**src/rtl/pshp_pkg.sv**
```systemverilog
package pshp_pkg;

   localparam int WINDOW_SIZE_DEF = 16384;
   localparam int COUNT_BITS_DEF  = 32;

   localparam int CMD_W   = 2;
   localparam int ADDR_W  = 64;
   localparam int RIDX_W  = 14;
   localparam int BIN_W   = 32;

   localparam logic [CMD_W-1:0] CMD_SAMPLE = 2'd0;
   localparam logic [CMD_W-1:0] CMD_MARK   = 2'd1;
   localparam logic [CMD_W-1:0] CMD_READ   = 2'd2;

   // controller -> datapath
   typedef struct packed {
      logic load_item;
      logic eval;
      logic step_clear;
      logic clr_wr;
      logic pc_rd;
      logic pc_wr;
      logic ip_rd;
      logic ip_wr;
      logic mark_wr;
      logic load_rsp;
   } ctl_type;

   // datapath -> controller
   typedef struct packed {
      logic [CMD_W-1:0] cmd;
      logic             win_ok;
      logic             ip_ok;
      logic             mark_hit;
      logic             clear_last;
   } sts_type;

endpackage

```
**src/rtl/pshp_ctrl.sv**
```systemverilog
module pshp_ctrl (
   input  logic              clock,
   input  logic              reset,
   input  logic              req_valid,
   output logic              req_ready,
   output logic              rsp_valid,
   input  logic              rsp_ready,
   input  pshp_pkg::sts_type sts,
   output pshp_pkg::ctl_type ctl
);
   import pshp_pkg::*;

   typedef enum logic [3:0] {
      ST_CLEAR,
      ST_IDLE,
      ST_EVAL,
      ST_PC_RD,
      ST_PC_WR,
      ST_IP_RD,
      ST_IP_WR,
      ST_MARK_WR,
      ST_BIN_RD,
      ST_FINISH
   } state_type;

   state_type state_ff;
   state_type state_in;
   logic      rsp_valid_ff;
   logic      rsp_valid_in;

   always_comb begin
      ctl          = '0;
      state_in     = state_ff;
      rsp_valid_in = rsp_valid_ff && !rsp_ready;
      unique case (state_ff)
         ST_CLEAR: begin
            ctl.clr_wr     = 1'b1;
            ctl.step_clear = 1'b1;
            if (sts.clear_last) begin
               state_in = ST_IDLE;
            end
         end
         ST_IDLE: begin
            if (req_valid) begin
               ctl.load_item = 1'b1;
               state_in      = ST_EVAL;
            end
         end
         ST_EVAL: begin
            ctl.eval = 1'b1;
            unique case (sts.cmd)
               CMD_SAMPLE: state_in = ST_PC_RD;
               CMD_MARK:   state_in = ST_MARK_WR;
               CMD_READ:   state_in = ST_BIN_RD;
               default:    state_in = ST_FINISH;
            endcase
         end
         ST_PC_RD: begin
            // out-of-window samples only touch min/max
            if (sts.win_ok) begin
               ctl.pc_rd = 1'b1;
               state_in  = ST_PC_WR;
            end else begin
               state_in = ST_FINISH;
            end
         end
         ST_PC_WR: begin
            ctl.pc_wr = 1'b1;
            if (sts.mark_hit && sts.ip_ok) begin
               state_in = ST_IP_RD;
            end else begin
               state_in = ST_FINISH;
            end
         end
         ST_IP_RD: begin
            ctl.ip_rd = 1'b1;
            state_in  = ST_IP_WR;
         end
         ST_IP_WR: begin
            ctl.ip_wr = 1'b1;
            state_in  = ST_FINISH;
         end
         ST_MARK_WR: begin
            ctl.mark_wr = sts.win_ok;
            state_in    = ST_FINISH;
         end
         ST_BIN_RD: begin
            ctl.pc_rd = 1'b1;
            ctl.ip_rd = 1'b1;
            state_in  = ST_FINISH;
         end
         ST_FINISH: begin
            // hold until the output register is free
            if (!rsp_valid_ff || rsp_ready) begin
               ctl.load_rsp = 1'b1;
               rsp_valid_in = 1'b1;
               state_in     = ST_IDLE;
            end
         end
         default: begin
            state_in = ST_IDLE;
         end
      endcase
   end

   always_ff @(posedge clock) begin
      if (reset) begin
         state_ff     <= ST_CLEAR;
         rsp_valid_ff <= 1'b0;
      end else begin
         state_ff     <= state_in;
         rsp_valid_ff <= rsp_valid_in;
      end
   end

   assign req_ready = (state_ff == ST_IDLE);
   assign rsp_valid = rsp_valid_ff;

`ifndef ASSERT_OFF
   a_no_accept_in_clear: assert property (@(posedge clock) disable iff (reset)
      (state_ff == ST_CLEAR) |-> !req_ready)
      else $error("item accepted during clearing pass");

   a_rsp_reg_free: assert property (@(posedge clock) disable iff (reset)
      ctl.load_rsp |-> (!rsp_valid_ff || rsp_ready))
      else $error("pending result overwritten");

   a_one_write: assert property (@(posedge clock) disable iff (reset)
      $onehot0({ctl.pc_wr, ctl.ip_wr, ctl.mark_wr, ctl.load_item, ctl.load_rsp}))
      else $error("conflicting datapath commands");

   a_ip_rmw: assert property (@(posedge clock) disable iff (reset)
      ctl.ip_wr |-> $past(ctl.ip_rd))
      else $error("ip bin written without a read");

   a_load_to_eval: assert property (@(posedge clock) disable iff (reset)
      ctl.load_item |=> ctl.eval)
      else $error("accepted item not evaluated");
`endif

endmodule

```
**config.mk**
```make
export PLATFORM = sky130hd
export DESIGN_NAME = pshp_ctrl
export DESIGN_NICKNAME = d
export VERILOG_FILES = /design/src/rtl/pshp_pkg.sv /design/src/rtl/pshp_ctrl.sv
export SDC_FILE = /design/constraint.sdc
export NUM_CORES = 1
export LEC_CHECK = 0
export CAP_MARGIN = 20
export CORE_MARGIN = 1.5
export CORE_UTILIZATION = 30
export CTS_BUF_LIST = sky130_fd_sc_hd__clkbuf_4 sky130_fd_sc_hd__clkbuf_8
export DETAILED_ROUTE_END_ITERATION = 10
export DONT_BUFFER_PORTS = 1
export HOLD_SLACK_MARGIN = 0.08
export MAX_ROUTING_LAYER = met4
export REMOVE_ABC_BUFFERS = 1
export SYNTH_ARGS = -nofsm -noshare
export SYNTH_HDL_FRONTEND = slang
export SYNTH_SLANG_ARGS = --single-unit
```
**constraint.sdc**
```tcl
create_clock -name clock -period 2.25 [get_ports clock]
set_clock_uncertainty 0.15 [all_clocks]
set_input_delay 0.1125 -clock clock [delete_from_list [all_inputs] [get_ports clock]]
set_output_delay 0.1125 -clock clock [all_outputs]
set_load 0.03 [all_outputs]
```
==> metrics <==
status=finished, final reports clean; Core Region=1490 sq um; die area=1820 sq um; Synth top area share=21.2%; most frequent CP cell=buf_4; clock tree from TritonCTS=built; Vias per Instance=5.34; register area share after synthesis=21.2%; nets=83; num ports=22; Synth Cell Area=473 sq um; TNS Setup=0 ns; routed via count=470; top post-synthesis cells by area=dfxtp_1 (21%), nor3b_2 (5.3%), buf_6 (4.8%), a21oi_1 (4.2%), nor3_2 (4.2%); clock tree root buffer cell=clkbuf_4; WS Path Type=reg2reg; gr usage total=14.2%; Core Rows=14; post-DR wirelength/cell=12.8 um; Slew @ Worst Pin=0.549 ns; Avg Inst Size Synth=8.15 sq um; grt ovf=0; Post-DP HPWL=803 um; Final GP Congestion=0.778; CP max stage delay=0.56 ns; DRT iter0 DRCs=4; chip width=42.7 um; Main synth FF type=dfxtp_1; number of flops mapped to enable cells by yosys=0; Die Y=42.7 um; Slew Viols, Final=0; max cap viols=0; endpoints failing setup=0; Peak VDD IR=383 uV; initial antenna violation count=0; largest fanout on the critical path=8; number of global-route vias before repair=453; synthesis-stage register bit count=5; PwrDens=477 nW/um^2; Tcrit/Tclk final=90.4%; Worst setup EP type=flip-flop; TritonRoute pass-1 iters=4; Leak=0.257 nW; DRC viols=0; Critical Path AT=2.06 ns; CP cell instances=buf_4 -> nor4_4 -> buf_4 -> a221oi_2 -> dlygate4sd3_1; H-tree Lvls=1; setup bufs post-CTS=0; critical path required time=2.28 ns; Achievable Freq=492 MHz; synthesis-to-layout area growth=31.7%; Placed Cells incl. Taps=76; largest area contributor in the netlist=dfxtp_1; Max clock buf depth=2; first-pass GRT wire length=1910 um; Hold Vio Cnt, Final=0; Mapped Cells=58; Routed Antenna Nets=0; Register Area=101 sq um; worst skew pair latency=0.24 ns; largest net degree at the start of global routing=14; # clock sinks=5; HP Class=in2out; Multi-input gate area=332 sq um; drt total wl=1120 um; worst relative slew slack=63.2%; number of buffers added on ports=0; filler cell count=154; final std cells w/o fill=88; startpoint types=flip-flop; unrepaired setup endpoints after global routing=no; initial core utilization=31.8%; Antenna diodes=0; share of cells above drive strength 1=30.6%; top post-synthesis cells by count=dfxtp_1 (5), nor2_1 (5), a21oi_1 (4), nand2_1 (4); Ys Warns=0; Slowest-stage cell, CP=dlygate4sd3_1; Final min period=2.03 ns; FFs w/ async S/R, synth=0%; synth unique cells=33; Clk pin slew, worst setup/hold paths=0.04 ns; total CTS buffers=3
-- per-layer routing --
metal | track usage [%] | vias to the layer above | wire [um]
met5 | - | - | 0
met4 | 0 | 0 | 0
met3 | 6.81 | 0 | 90
met2 | 21.2 | 22 | 526
met1 | 18.8 | 213 | 504
li1 | - | 235 | -
-- cell families after synthesis --
logic type,Yosys count,synth area share (%)
mux,1,2.12
compound gates,14,22.2
flops,5,21.2
buf+inv,7,10.6
simple gates,31,43.9
-- timing repair --
item,in CTS,in global routing
endpoints found under the hold margin,5,0
resized for setup,0,1
hold buffers,8,0
setup endpoints to repair,0,1
-- registers in the layout, summed over array words and instances (netlist names) --
name       flops
state_ff       4
rsp_valid      1
-- worst paths after layout --
path	startpoint	end	slack [ns]	cells past startpoint
max	state_ff[0]	state_ff[0]	0.22	5
min	req_valid	ctl[9]	0.29	1
max reg2reg	state_ff[0]	state_ff[0]	0.22	5
min reg2reg	state_ff[0]	state_ff[1]	0.50	2
-- critical path, delay by kind of cell, from the launching register on --
| family | cells | cell delay [ns] |
|---|---|---|
| buf+inv | 3 | 1.01 |
| simple gates | 1 | 0.06 |
| flops | 1 | 0.49 |
| compound gates | 1 | 0.26 |
-- placed cells by master (no fill, tap or decap), drive strengths merged --
cell type / instances
mux2i: 1
nor2b: 4
dfxtp: 5
clkbuf: 4
a32oi: 1
nand2: 4
nor4: 2
dlygate4sd3: 8
buf: 7
a21oi: 5
nor2: 5
a211oi: 2
nand2b: 3
nor3b: 3
a31oi: 2
a22oi: 1
and2: 1
inv: 2
and2b: 2
o21ai: 1
a21o: 1
nand3b: 2
nor3: 3
a221oi: 1
nand3: 1
and4: 1
-- final cells by class --
cell class,count,area share (%)
inverters,2,1.20
repair buffers,15,21.3
multi-input cells,46,53.2
well taps,16,3.21
flip-flops and latches,5,16.3
clock buffers,4,4.82
-- per-stage QoR --
step	hold WS [ns]	instance area (sq um)	power, mW	utilization (%)	setup WS (ns)
after CTS	0.296	622	0.300	41.8	0.182
after floorplan	0.0287	430	0.151	-	0.112
after global placement	0.0309	512	0.172	34.4	0.624
final	0.295	623	0.297	41.8	0.217
after detailed placement	0.0309	512	0.172	34.4	0.604
after global routing	0.297	623	0.317	41.8	0.0770
-- report_power, final --
group          internal (mW)  total [mW]  switching (mW)
registers             0.0919       0.100         0.00840
clock network         0.0790       0.115          0.0357
logic                 0.0372      0.0822          0.0450
total                  0.208       0.297          0.0892
(Power assumes the default switching activity.)
